[src/hdl/fdtd_pkg.sv]
// ----------------------------------------------------------------------------
// fdtd_pkg
// Shared types, codes and widths of the 1D Yee grid field update block.
// ----------------------------------------------------------------------------
package fdtd_pkg;

  // default grid depth
  localparam int MAX_CELLS_DEF = 1024;

  // field and port widths
  localparam int FIELD_W    = 32;
  localparam int COEF_W     = 32;
  localparam int IDX_W      = 10;
  localparam int CELLS_W    = 11;
  localparam int KIND_W     = 2;
  localparam int OP_W       = 2;
  localparam int STATUS_W   = 2;
  localparam int CFG_ADDR_W = 3;
  localparam int CFG_DATA_W = 11;
  localparam int IN_DATA_W  = 144;
  localparam int OUT_DATA_W = 80;

  // update arithmetic
  localparam int FRAC_BITS = 24;
  localparam int MAG_W     = 32;
  localparam int PROD_W    = MAG_W + COEF_W;
  localparam int DELTA_W   = PROD_W - FRAC_BITS + 1;
  localparam int SUM_W     = DELTA_W + 2;

  // cycles between the last sweep issue and its write landing in memory
  localparam int DRAIN_CYCLES = 4;
  localparam int DRAIN_W      = $clog2(DRAIN_CYCLES);

  // item operation codes
  typedef enum logic [OP_W-1:0] {
    OP_LOAD = 2'd0,
    OP_STEP = 2'd1,
    OP_READ = 2'd2
  } op_t;

  // result status codes
  typedef enum logic [STATUS_W-1:0] {
    STS_LOADED  = 2'd0,
    STS_STEPPED = 2'd1,
    STS_READ    = 2'd2,
    STS_ERROR   = 2'd3
  } status_t;

  // border kinds
  localparam logic [KIND_W-1:0] BORDER_OPEN = 2'd0;
  localparam logic [KIND_W-1:0] BORDER_PEC  = 2'd1;
  localparam logic [KIND_W-1:0] BORDER_PMC  = 2'd2;

  // configuration register indexes
  typedef enum logic [CFG_ADDR_W-1:0] {
    CFG_CELLS_IN_USE  = 3'd0,
    CFG_BORDER_LOW    = 3'd1,
    CFG_BORDER_HIGH   = 3'd2,
    CFG_J_SOURCE_CELL = 3'd3,
    CFG_M_SOURCE_CELL = 3'd4,
    CFG_J_SOURCE_EN   = 3'd5,
    CFG_M_SOURCE_EN   = 3'd6
  } cfg_idx_t;

  // controller states
  typedef enum logic [3:0] {
    S_CLEAR,
    S_IDLE,
    S_DECODE,
    S_LOAD,
    S_READ,
    S_SWEEP,
    S_DRAIN,
    S_SRC_RD,
    S_SRC_ADD,
    S_SRC_WR,
    S_BORDER_LO,
    S_BORDER_HI,
    S_RESP
  } state_t;

  // configuration register set
  typedef struct packed {
    logic [CELLS_W-1:0] cells_in_use;
    logic [KIND_W-1:0]  border_low_kind;
    logic [KIND_W-1:0]  border_high_kind;
    logic [IDX_W-1:0]   j_source_cell;
    logic [IDX_W-1:0]   m_source_cell;
    logic               j_source_enable;
    logic               m_source_enable;
  } cfg_t;

  // controller to datapath commands
  typedef struct packed {
    logic             item_take;
    logic             clear_wr;
    logic             sweep_issue;
    logic             phase_e;
    logic             src_rd;
    logic             src_add;
    logic             src_wr;
    logic             zero_wr;
    logic             load_wr;
    logic             item_rd;
    logic             out_load;
    status_t          resp_status;
    logic [IDX_W-1:0] resp_cell;
  } cmd_t;

  // datapath to controller status
  typedef struct packed {
    logic out_busy;
  } stat_t;

endpackage

[src/hdl/fdtd_ctrl.sv]
// ----------------------------------------------------------------------------
// fdtd_ctrl
// Sequencer of the field update: clearing pass, item decode, H and E sweeps,
// source injection, border zeroing and result hand-off.
// ----------------------------------------------------------------------------
module fdtd_ctrl #(
  parameter int MAX_CELLS = fdtd_pkg::MAX_CELLS_DEF
) (
  input  logic                           clk,
  input  logic                           rst_n,
  input  fdtd_pkg::cfg_t                 cfg,
  input  logic                           in_tvalid,
  output logic                           in_tready,
  input  logic [fdtd_pkg::OP_W-1:0]      in_op,
  input  logic [fdtd_pkg::IDX_W-1:0]     in_idx,
  input  fdtd_pkg::stat_t                stat,
  output fdtd_pkg::cmd_t                 cmd,
  output logic [$clog2(MAX_CELLS)-1:0]   cmd_addr
);

  localparam int AW = $clog2(MAX_CELLS);
  localparam int CW = $clog2(MAX_CELLS + 1);
  localparam int WW = (CW > fdtd_pkg::CELLS_W) ? CW : fdtd_pkg::CELLS_W;

  fdtd_pkg::state_t state_r, state_nxt;
  logic                           phase_r, phase_nxt;
  logic [CW-1:0]                  k_r, k_nxt;
  logic [fdtd_pkg::DRAIN_W-1:0]   drain_r, drain_nxt;
  logic [fdtd_pkg::OP_W-1:0]      op_r, op_nxt;
  logic [fdtd_pkg::IDX_W-1:0]     idx_r, idx_nxt;
  fdtd_pkg::status_t              status_r, status_nxt;

  logic [WW-1:0] cells_w, n_w, n_last_w, k_w, idx_w, src_w;
  logic          accept, sweep_last, clear_last, drain_last, idx_ok, src_ok;
  logic          border_lo_hit, border_hi_hit;
  logic [fdtd_pkg::KIND_W-1:0] border_kind;

  // grid size clamped to the usable range
  always_comb begin
    cells_w = WW'(cfg.cells_in_use);
    if (cells_w < WW'(2)) begin
      n_w = WW'(2);
    end else if (cells_w > WW'(MAX_CELLS)) begin
      n_w = WW'(MAX_CELLS);
    end else begin
      n_w = cells_w;
    end
  end

  assign n_last_w   = n_w - WW'(1);
  assign k_w        = WW'(k_r);
  assign idx_w      = WW'(idx_r);
  assign sweep_last = (k_w == n_last_w);
  assign clear_last = (k_w == WW'(MAX_CELLS - 1));
  assign drain_last = (drain_r == fdtd_pkg::DRAIN_W'(fdtd_pkg::DRAIN_CYCLES - 1));
  assign idx_ok     = (idx_w < WW'(MAX_CELLS));
  assign accept     = in_tvalid && in_tready;

  // source of the current phase: M for H, J for E
  assign src_w  = phase_r ? WW'(cfg.j_source_cell) : WW'(cfg.m_source_cell);
  assign src_ok = (phase_r ? cfg.j_source_enable : cfg.m_source_enable) && (src_w < n_w);

  // conductor kind that zeroes the field of this phase
  assign border_kind   = phase_r ? fdtd_pkg::BORDER_PEC : fdtd_pkg::BORDER_PMC;
  assign border_lo_hit = (cfg.border_low_kind == border_kind);
  assign border_hi_hit = (cfg.border_high_kind == border_kind);

  // next state
  always_comb begin
    state_nxt  = state_r;
    phase_nxt  = phase_r;
    k_nxt      = k_r;
    drain_nxt  = drain_r;
    op_nxt     = op_r;
    idx_nxt    = idx_r;
    status_nxt = status_r;
    unique case (state_r)
      fdtd_pkg::S_CLEAR: begin
        k_nxt = k_r + CW'(1);
        if (clear_last) begin
          state_nxt = fdtd_pkg::S_IDLE;
        end
      end
      fdtd_pkg::S_IDLE: begin
        if (accept) begin
          op_nxt    = in_op;
          idx_nxt   = in_idx;
          state_nxt = fdtd_pkg::S_DECODE;
        end
      end
      fdtd_pkg::S_DECODE: begin
        case (op_r)
          fdtd_pkg::OP_STEP: begin
            phase_nxt = 1'b0;
            k_nxt     = '0;
            state_nxt = fdtd_pkg::S_SWEEP;
          end
          fdtd_pkg::OP_LOAD: begin
            if (idx_ok) begin
              state_nxt = fdtd_pkg::S_LOAD;
            end else begin
              status_nxt = fdtd_pkg::STS_ERROR;
              state_nxt  = fdtd_pkg::S_RESP;
            end
          end
          fdtd_pkg::OP_READ: begin
            if (idx_ok) begin
              state_nxt = fdtd_pkg::S_READ;
            end else begin
              status_nxt = fdtd_pkg::STS_ERROR;
              state_nxt  = fdtd_pkg::S_RESP;
            end
          end
          default: begin
            status_nxt = fdtd_pkg::STS_ERROR;
            state_nxt  = fdtd_pkg::S_RESP;
          end
        endcase
      end
      fdtd_pkg::S_LOAD: begin
        status_nxt = fdtd_pkg::STS_LOADED;
        state_nxt  = fdtd_pkg::S_RESP;
      end
      fdtd_pkg::S_READ: begin
        status_nxt = fdtd_pkg::STS_READ;
        state_nxt  = fdtd_pkg::S_RESP;
      end
      fdtd_pkg::S_SWEEP: begin
        k_nxt = k_r + CW'(1);
        if (sweep_last) begin
          drain_nxt = '0;
          state_nxt = fdtd_pkg::S_DRAIN;
        end
      end
      fdtd_pkg::S_DRAIN: begin
        drain_nxt = drain_r + fdtd_pkg::DRAIN_W'(1);
        if (drain_last) begin
          state_nxt = src_ok ? fdtd_pkg::S_SRC_RD : fdtd_pkg::S_BORDER_LO;
        end
      end
      fdtd_pkg::S_SRC_RD:    state_nxt = fdtd_pkg::S_SRC_ADD;
      fdtd_pkg::S_SRC_ADD:   state_nxt = fdtd_pkg::S_SRC_WR;
      fdtd_pkg::S_SRC_WR:    state_nxt = fdtd_pkg::S_BORDER_LO;
      fdtd_pkg::S_BORDER_LO: state_nxt = fdtd_pkg::S_BORDER_HI;
      fdtd_pkg::S_BORDER_HI: begin
        if (phase_r) begin
          status_nxt = fdtd_pkg::STS_STEPPED;
          state_nxt  = fdtd_pkg::S_RESP;
        end else begin
          phase_nxt = 1'b1;
          k_nxt     = '0;
          state_nxt = fdtd_pkg::S_SWEEP;
        end
      end
      fdtd_pkg::S_RESP: begin
        if (!stat.out_busy) begin
          state_nxt = fdtd_pkg::S_IDLE;
        end
      end
      default: state_nxt = fdtd_pkg::S_IDLE;
    endcase
  end

  // command outputs
  always_comb begin
    cmd             = '0;
    cmd.phase_e     = phase_r;
    cmd.resp_status = status_r;
    cmd.resp_cell   = (status_r == fdtd_pkg::STS_STEPPED) ? '0 : idx_r;
    cmd_addr        = k_r[AW-1:0];
    in_tready       = 1'b0;
    unique case (state_r)
      fdtd_pkg::S_CLEAR: cmd.clear_wr = 1'b1;
      fdtd_pkg::S_IDLE: begin
        in_tready     = 1'b1;
        cmd.item_take = accept;
      end
      fdtd_pkg::S_DECODE: ;
      fdtd_pkg::S_LOAD: begin
        cmd.load_wr = 1'b1;
        cmd_addr    = idx_w[AW-1:0];
      end
      fdtd_pkg::S_READ: begin
        cmd.item_rd = 1'b1;
        cmd_addr    = idx_w[AW-1:0];
      end
      fdtd_pkg::S_SWEEP: cmd.sweep_issue = 1'b1;
      fdtd_pkg::S_DRAIN: ;
      fdtd_pkg::S_SRC_RD: begin
        cmd.src_rd = 1'b1;
        cmd_addr   = src_w[AW-1:0];
      end
      fdtd_pkg::S_SRC_ADD: begin
        cmd.src_add = 1'b1;
        cmd_addr    = src_w[AW-1:0];
      end
      fdtd_pkg::S_SRC_WR: begin
        cmd.src_wr = 1'b1;
        cmd_addr   = src_w[AW-1:0];
      end
      fdtd_pkg::S_BORDER_LO: begin
        cmd.zero_wr = border_lo_hit;
        cmd_addr    = '0;
      end
      fdtd_pkg::S_BORDER_HI: begin
        cmd.zero_wr = border_hi_hit;
        cmd_addr    = n_last_w[AW-1:0];
      end
      fdtd_pkg::S_RESP: cmd.out_load = !stat.out_busy;
      default: ;
    endcase
  end

  // state registers
  always_ff @(posedge clk) begin
    if (!rst_n) begin
      state_r  <= fdtd_pkg::S_CLEAR;
      phase_r  <= 1'b0;
      k_r      <= '0;
      drain_r  <= '0;
      status_r <= fdtd_pkg::STS_LOADED;
    end else begin
      state_r  <= state_nxt;
      phase_r  <= phase_nxt;
      k_r      <= k_nxt;
      drain_r  <= drain_nxt;
      status_r <= status_nxt;
    end
  end

  // latched item fields
  always_ff @(posedge clk) begin
    op_r  <= op_nxt;
    idx_r <= idx_nxt;
  end

endmodule

[config.mk]
export PLATFORM = sky130hd
export DESIGN_NAME = fdtd_ctrl
export DESIGN_NICKNAME = d
export VERILOG_FILES = /design/src/hdl/fdtd_pkg.sv /design/src/hdl/fdtd_ctrl.sv
export SDC_FILE = /design/constraint.sdc
export NUM_CORES = 1
export LEC_CHECK = 0
export BUFFER_PORTS_ARGS = -buffer_cell sky130_fd_sc_hd__buf_2
export CORE_AREA = 2 2 92 85
export DETAILED_ROUTE_END_ITERATION = 16
export DIE_AREA = 0 0 94 87
export HOLD_SLACK_MARGIN = 0.06
export PLACE_DENSITY = 0.66
export SETUP_SLACK_MARGIN = 0.15
export SYNTH_ARGS = -nofsm -noshare
export SYNTH_HDL_FRONTEND = slang
export SYNTH_SLANG_ARGS = --single-unit
[constraint.sdc]
create_clock -name clk -period 3.34 [get_ports clk]
set_input_delay 0.167 -clock clk [delete_from_list [all_inputs] [get_ports clk]]
set_output_delay 0.167 -clock clk [all_outputs]
set_load 0.01 [all_outputs]
* Word-level counts from Yosys, hierarchy flattened
Index checks and enable logic that the tools add are counted.
Word-level totals: register bits 32, output and inout bits 34, bits of input ports 53, logic and storage cells 103
Operators by class: add/subtract/negate cells 3, eq/ne operators 30, $lt $le $gt $ge 4, multiplexer cells 40, reductions and logical operators 19
Operators with widths (count):
- 4-bit one-hot mux with 12 select lines | 1
- 11-bit 2-to-1 mux | 4
- 10-bit one-hot mux with 4 select lines | 1
- 4-bit 2-to-1 mux | 9
- 11-bit one-hot mux with 3 select lines | 1
- 4-bit equality test (second input constant) | 5
- 10-bit 2-to-1 mux | 2
- 4-bit by 3-bit equality test with 1-bit output (second input constant) | 4
- 2-bit inequality test (second input constant) | 8
- 1-bit 2-to-1 mux | 12
- 4-bit one-hot mux with 3 select lines | 1
- 11-bit by 1-bit adder with 11-bit output (second input constant) | 1
- 11-bit by 10-bit equality test with 1-bit output (second input constant) | 1
- 11-bit equality test | 1
- 11-bit > comparator (second input constant) | 1
- 10-bit by 11-bit < comparator with 1-bit output | 1
- 10-bit by 11-bit < comparator with 1-bit output (second input constant) | 1
- 11-bit by 2-bit < comparator with 1-bit output (second input constant) | 1
- 11-bit by 1-bit subtractor with 11-bit output (second input constant) | 1
- 4-bit by 2-bit equality test with 1-bit output (second input constant) | 2
- 2-bit 2-to-1 mux | 4
- 2-bit one-hot mux with 2 select lines | 2
- 2-bit one-hot mux with 4 select lines | 1
- 2-bit AND reduction | 3
- 20 further kinds | 28

* Longest topological paths before layout
Gate-level depths: netlist of the first run.
depth after elaboration 8, mapped depth 13, mapped depth without buffers 10

* Least setup slack after synthesis of the first run
No wires, ideal clock.
path type input to register, start input cfg[36] in the netlist's numbering, end register drain_r[1] in the netlist's numbering, stages on the path 12, path slack 0.444 ns, setup time 0.135 ns, required time 3.205 ns, path buffers 5, arrival time 2.761 ns, cells stage by stage clkbuf_1 -> clkbuf_1 -> clkbuf_1 -> clkbuf_1 -> o21bai_1 -> ha_1 -> clkbuf_1 -> o21ai_0 -> o31a_1 -> nor3_1 -> and4_4 -> o311ai_2
Between the ends: longest elaborated chain between the ends 7, elaborated cells on any way between the ends 8, those cells by class add/sub: 1; order compare: 2; eq/ne: 2; mux: 2; reduce/logical: 1
Ends and longest elaborated chain:
- from (decl) | RTL line fdtd_ctrl.sv:11 | input fdtd_pkg::cfg_t cfg,
- 11-bit > comparator | RTL line fdtd_ctrl.sv:43 | end else if (cells_w > WW'(MAX_CELLS)) begin
- 11-bit 2-to-1 mux | RTL line fdtd_ctrl.sv:43
- 11-bit 2-to-1 mux * | RTL line fdtd_ctrl.sv:41 | if (cells_w < WW'(2)) begin
- 11-bit by 1-bit subtractor with 11-bit output * | RTL line fdtd_ctrl.sv:50 | assign n_last_w = n_w - WW'(1);
- 11-bit equality test * | RTL line fdtd_ctrl.sv:53 | assign sweep_last = (k_w == n_last_w);
- 2-bit inequality test (no line) *
- 2-bit AND reduction (no line) *
- to (signal assigned) | RTL line fdtd_ctrl.sv:226 | drain_r <= drain_nxt;
- to (decl) | RTL line fdtd_ctrl.sv:28 | logic [fdtd_pkg::DRAIN_W-1:0] drain_r, drain_nxt;
Mark *: on every way between the ends. The rest lies on a longest branch, timed or not. A chain may end at the register's enable or synchronous reset.

* Final worst setup path of the first run
start input cfg[28] in the netlist's numbering, end output cmd_addr[8]
Between the ends: longest elaborated chain between the ends 5, elaborated cells on any way between the ends 6, those cells by class add/sub: 1; order compare: 2; mux: 3
Ends and longest elaborated chain:
- 11-bit > comparator | RTL line fdtd_ctrl.sv:43
- 11-bit 2-to-1 mux | RTL line fdtd_ctrl.sv:43
- 11-bit 2-to-1 mux * | RTL line fdtd_ctrl.sv:41
- 11-bit by 1-bit subtractor with 11-bit output * | RTL line fdtd_ctrl.sv:50
- 10-bit one-hot mux with 4 select lines * | RTL line fdtd_ctrl.sv:172 | unique case (state_r)
- to (decl) | RTL line fdtd_ctrl.sv:18 | output logic [$clog2(MAX_CELLS)-1:0] cmd_addr
Marked as above.

==> metrics.cfg, run 1 <==
[hold_path]
hold_depth=2
worstHoldPathType=in -> reg
hold_path_end=k_r[10]
min_from=rst_n

[sta]
tightest_slew_ns=0.786
finalCritPeriodShare_pct=87.3
timing.final.hold_violations=0
period_minus_slack_ns=2.91
finClkSkew_ns=0.00677
tns_ns=0
max_freq_ghz=0.343
rsz0062_at_grt=false
max_slew_margin_pct=47.3
whs_ns=0.281
drv_slew=0
setup_viol=0

[final_layout]
instances_no_fill=581
syn2layout_area_growth_pct=23.2
final_common_cell=buf_2
drive_gt1_share_pct=26.6
nets=548
n_fill_cell=727
final_cell_mix=buf_2 (86), nor2_1 (29), nand2_1 (24)
diodes=0
stdcell_area_um2=3890

[die]
num_rows=30
core_um2=7320
dieArea_um2=8180
die_h_um=87
pin_count=87
start_util_pct=43.2
die_w_um=94

[power]
swShare_pct=28.0
p_comb_share_pct=21.4
leakage_nw=1.60
p_clk_share_pct=35.6
peakVddDrop_mv=0.227
seq_power_share_pct=43.0
p_int_mw=0.698
powerDensity_nw_per_um2=249
switchingPower_mw=0.271
p_total_mw=0.970

[setup_path]
critPathSlowestCell=or4_4
cp.buffers_inverters=2
path_cells=buf_2 -> or4_4 -> nor3_1 -> o21bai_1 -> ha_1 -> and3b_1 -> and3_1 -> or3_1 -> o21ai_0 -> buf_2
start_kind=input pin
end_kind=primary output
worstPathArrival_ns=2.75
r2r_start=phase_r
ff2ff_setup_slack_ns=0.51
slowest_delay_ns=0.58
cp_common_cell=buf_2
path_class=in -> out
path_max_fanout=15
cp_data_required_time_ns=3.17
crit_family=simple AND/OR/NAND/NOR gates
r2r_end=state_r[0]
reg2regPathDepth=9

[detailed_routing]
ant_nets=0
firstDrtPassIters=6
vias=3499
viasPerCell=6.02
drt-initial-drc-count=290
drc=0
wl_per_cell_um=18.2
wl_um=10600

[global_route]
antenna_found_initial=0
grt_max_degree=25
grt_remaining_overflow=0
grt_pass1_wl_um=16800
grt_usage_pct=26.3
grt_pass1_vias=3288

[clock_network]
cts_tree=yes
clkLatencyLatePin_ns=0.28
clkTransAtPathRegs_ns=0.07
htree_levels=2
cts.sinks=32
root_buffer=clkbuf_8
numCtsBuffers=5
clk_path_buf_depth=2
cts_setup_buffers=0

[placement]
hpwlAfterDp_um=8170
place.gp.congestion=0.929
placed_area_um2=3670
port_buffers=86
dp_cells=561

[synth]
ys_seq_area_share_pct=24.1
synth_top_family_by_area=simple AND/OR/NAND/NOR gates
synth_xor_area_share_pct=3.60
synthesis.area_um2=3160
synth_area_per_cell_um2=7.98
synth-async-reset-ratio_pct=0
synth_compound_area_share_pct=25.3
synthesis.nets=460
ys_ff_latch=32
ys_warn_count=0
synth_fa_ha_area_share_pct=4.67
synthTopCellsByArea=dfxtp_1 (13%), edfxtp_1 (11%), ha_1 (4.4%)
ys_types=78
synthMuxAreaShare_pct=4.16
yosysTopAreaCell=dfxtp_1
postSynthCellCount=396
synth-edff-count=12
synthFlopType=dfxtp_1
synth_top_area_share_pct=12.7
synth_simple_gate_area_share_pct=32.3

[run]
drv_cap=0

[status]
status=finished clean

==> final cells by class <==
cell class | instances | area [um2] | area share [%]
multi-input cells | 320 | 2210 | 56.9
flip-flops and latches | 32 | 761 | 19.5
repair buffers | 110 | 641 | 16.4
well taps | 96 | 120 | 3.08
clock buffers | 7 | 97.6 | 2.51
inverters | 15 | 56.3 | 1.45
clock inverters | 1 | 5.00 | 0.128
==> metal layers <==
metal  wire length, um  track usage [%]  vias up
met5                 0                0        -
met4               148             6.32        0
met3               819             6.41       16
met2              4920             42.0      171
met1              4700             35.8     1622
li1                  -                -     1690
==> sequential cells by signal, summed over array words and instances (netlist names) <==
signal	cells
k_r	11
idx_r	10
state_r	4
drain_r	2
op_r	2
status_r	2
phase_r	1
==> cells in the mapped netlist (3+ instances only) <==
library cell	number
nor2_1	29
nand2_1	24
o21ai_0	22
dfxtp_1	20
clkbuf_1	19
nand2b_1	17
nand3_1	16
inv_1	15
a21oi_1	12
and2_1	12
edfxtp_1	12
nor3_1	12
ha_1	11
a222oi_1	10
nor2b_1	10
mux2_2	9
nand4_1	9
nor4_1	8
xnor2_1	8
buf_2	7
a31oi_1	6
and3_1	6
nor3b_1	5
o21a_1	5
o31ai_1	5
xor2_1	5
o21ai_1	4
o311a_1	4
a21o_1	3
and4b_1	3
mux2i_1	3
nor3_2	3
o211ai_1	3
o22ai_1	3
or4_1	3
==> through the flow <==
step                      utilization, %  worst slack, ns
after floorplan                        -            0.444
after global placement              50.2            0.380
after detailed placement            50.2            0.354
after CTS                           53.1            0.438
after global routing                53.2            0.272
final                               53.2            0.425
==> how the worst max path moves through the flow <==
| stage | slack, ns | endpoint | start | cells after the start |
|---|---|---|---|---|
| 3_5_place_dp | 0.35 | drain_r[1] | cfg[28] | 11 |
| 5_1_grt | 0.27 | cmd_addr[8] | cfg[28] | 10 |
| 4_1_cts | 0.44 | cmd_addr[8] | cfg[28] | 10 |
| 2_1_floorplan | 0.44 | drain_r[1] | cfg[36] | 12 |
| 6_report | 0.43 | cmd_addr[8] | cfg[28] | 10 |
| 3_3_place_gp | 0.38 | drain_r[1] | cfg[28] | 11 |
==> repair_timing <==
action | CTS | global route
gates resized for setup | 0 | 0
hold endpoints to repair | 11 | 1
hold buffers | 11 | 1
==> logic make-up after synthesis <==
logic type,count (synthesis)
AND/OR/NAND/NOR,175
XOR/XNOR,13
AO/OA/AOI/OAI,108
adder cells (fa/ha/maj),12
buffers and inverters,44
multiplexers,12
flip-flops,32
==> power groups by stage <==
stage / logic (mW) / clock network [mW] / registers (mW)
finish: 0.208 / 0.345 / 0.417
global route: 0.230 / 0.367 / 0.418
CTS: 0.205 / 0.349 / 0.417
detailed placement: 0.194 / 0 / 0.426
global placement: 0.194 / 0 / 0.426
floorplan: 0.120 / 0 / 0.422
Note: power is estimated with default switching activity, not from simulation.
==> inputs of run 2 (changes only) <==
Settings changed: CORE_AREA 2 2 92 85 to 2 2 75 94, DIE_AREA 0 0 94 87 to 0 0 77 96, PLACE_DENSITY 0.66 to 0.72.
==> run 2 against run 1 <==
  * Power fell by 4.3%
  * Cell count fell by 2.9%
  * Clock-buffer cell count rose by 1
  * Register-to-register slack got worse by 0.10 ns
  * Worst hold slack got worse by 0.22 ns
  * Cell area fell by 2.5%
  * Utilization rose by 5.0 points
  * Clock skew fell by 0.0054 ns
  * Critical path type unchanged
==> metrics.cfg, run 2 (same netlist as run 1, synthesis figures left out) <==
[status]
status=finished clean

[setup_path]
cp.buffers_inverters=2
reg2regPathDepth=9
cp-startpoint=cfg[29]
cp_common_cell=buf_2
ff2ff_setup_slack_ns=0.41
critPathSlowestCell=or4_4
start_kind=input pin
worstPathArrival_ns=2.76
r2r_start=phase_r
path_class=in -> out
r2r_end=state_r[0]
cp.depth=10
worstSetupEndpoint=cmd_addr[8]
end_kind=primary output
path_cells=buf_2 -> or4_4 -> nor3_1 -> o21bai_1 -> ha_1 -> and3b_1 -> and3_1 -> or3_1 -> o21ai_0 -> buf_2
slowest_delay_ns=0.56
path_max_fanout=16
crit_family=simple AND/OR/NAND/NOR gates
cp_data_required_time_ns=3.17

[detailed_routing]
viasPerCell=6.27
vias=3539
firstDrtPassIters=5
ant_nets=0
drt-initial-drc-count=268
drc=0
wl_um=10100
wl_per_cell_um=18.0

[clock_network]
numCtsBuffers=5
clk_path_buf_depth=2
cts.sinks=32
htree_levels=2
root_buffer=clkbuf_8
cts_tree=yes
cts_resized=0
cts_setup_buffers=0
ctsHoldBuffers=5
clkTransAtPathRegs_ns=0.06
clkLatencyLatePin_ns=0.28

[final_layout]
nets=540
fin_util_pct=58.2
final_cell_mix=buf_2 (86), nor2_1 (29), nand2_1 (24)
reg_top3=k_r: 11 flops, idx_r: 10 flops, state_r: 4 flops
top_register=k_r
diodes=0
syn2layout_area_growth_pct=20.2
largest_register_ffs=11
drive_gt1_share_pct=26.2
final_common_cell=buf_2

[sta]
timing.final.hold_violations=0
finalCritPeriodShare_pct=87.7
max_slew_margin_pct=46.2
drv_slew=0
max_freq_ghz=0.341
period_minus_slack_ns=2.93
finClkSkew_ns=0.00141
tns_ns=0
setup_viol=0
tightest_slew_ns=0.795
rsz0062_at_grt=false

[power]
switchingPower_mw=0.258
p_int_mw=0.670
leakage_nw=1.56
peakVddDrop_mv=0.173
p_clk_share_pct=33.4
seq_power_share_pct=44.9
swShare_pct=27.8
p_comb_share_pct=21.7
powerDensity_nw_per_um2=244

[placement]
place.gp.congestion=1.01
hpwlAfterDp_um=7740
port_buffers=86

[run]
drv_cap=0

[hold_path]
worstHoldPathType=in -> reg

[die]
die_w_um=77
start_util_pct=48.4
core_um2=6520
pin_count=87
num_rows=33
die_h_um=96
dieArea_um2=7390

[global_route]
grt_usage_pct=25.8
grt_pass1_vias=3094
grt_pass1_wl_um=15200
grt_remaining_overflow=0
antenna_found_initial=0
grt_max_degree=36

[run 2: cell count changes in the layout (fill, tap and decap cells not counted)]
cell           before  now
clkbuf_8            5    6
clkinv_2            1    0
clkbuf_1            1    2
clkbuf_16           1    0
buf_4              12    9
dlygate4sd3_1      12    7
[run 2: worst register-to-register path, cell delays in order, from the launching register on]
cell      delay, ns
dfxtp_1        0.70
buf_4          0.29
mux2_2         0.39
ha_1           0.28
o21a_1         0.10
o211ai_1       0.08
a311oi_1       0.35
nor4_1         0.14
nor4b_1        0.36
o22ai_1        0.12
[run 2: worst min path at each step]
stage / start / end / slack [ns] / cells past startpoint
after floorplan: in_idx[0] / idx_r[0] / 0.27 / 0
after global placement: in_idx[7] / idx_r[7] / 0.34 / 1
after detailed placement: in_idx[0] / idx_r[0] / 0.35 / 1
after CTS: in_idx[1] / idx_r[1] / 0.06 / 1
after global routing: in_idx[1] / idx_r[1] / 0.06 / 1
final: in_idx[9] / idx_r[9] / 0.06 / 1
[run 2: through the flow]
step | area (um2) | worst slack (ns) | total power, mW | instances | hold slack [ns]
5_1_grt | 3800 | 0.263 | 0.964 | 564 | 0.0607
2_1_floorplan | 3160 | 0.444 | 0.543 | 396 | 0.266
3_5_place_dp | 3640 | 0.352 | 0.616 | 549 | 0.345
3_3_place_gp | 3640 | 0.388 | 0.614 | 549 | 0.344
6_report | 3800 | 0.410 | 0.928 | 564 | 0.0629
4_1_cts | 3780 | 0.429 | 0.929 | 562 | 0.0607
[run 2: final cells by class]
cell class	count	area, um2
repair buffers	102	568
inverters	15	56.3
fillers	610	2730
multi-input cells	320	2210
well taps	87	109
clock buffers	8	90.1
flip-flops and latches	32	761
[run 2: routing by layer]
metal	part of all wire (%)	global-route usage, %	wire length [um]
met3	7.2	1.97	732
met2	49	45.5	4920
met5	0	0	0
met4	4.0	13.4	404
met1	40	31.7	4080
[run 2: power groups by stage]
stage	logic [mW]	registers (mW)	clock network (mW)
after global placement	0.189	0.425	0
after CTS	0.196	0.417	0.316
after detailed placement	0.190	0.426	0
final	0.201	0.417	0.310
after floorplan	0.120	0.422	0
after global routing	0.219	0.417	0.328
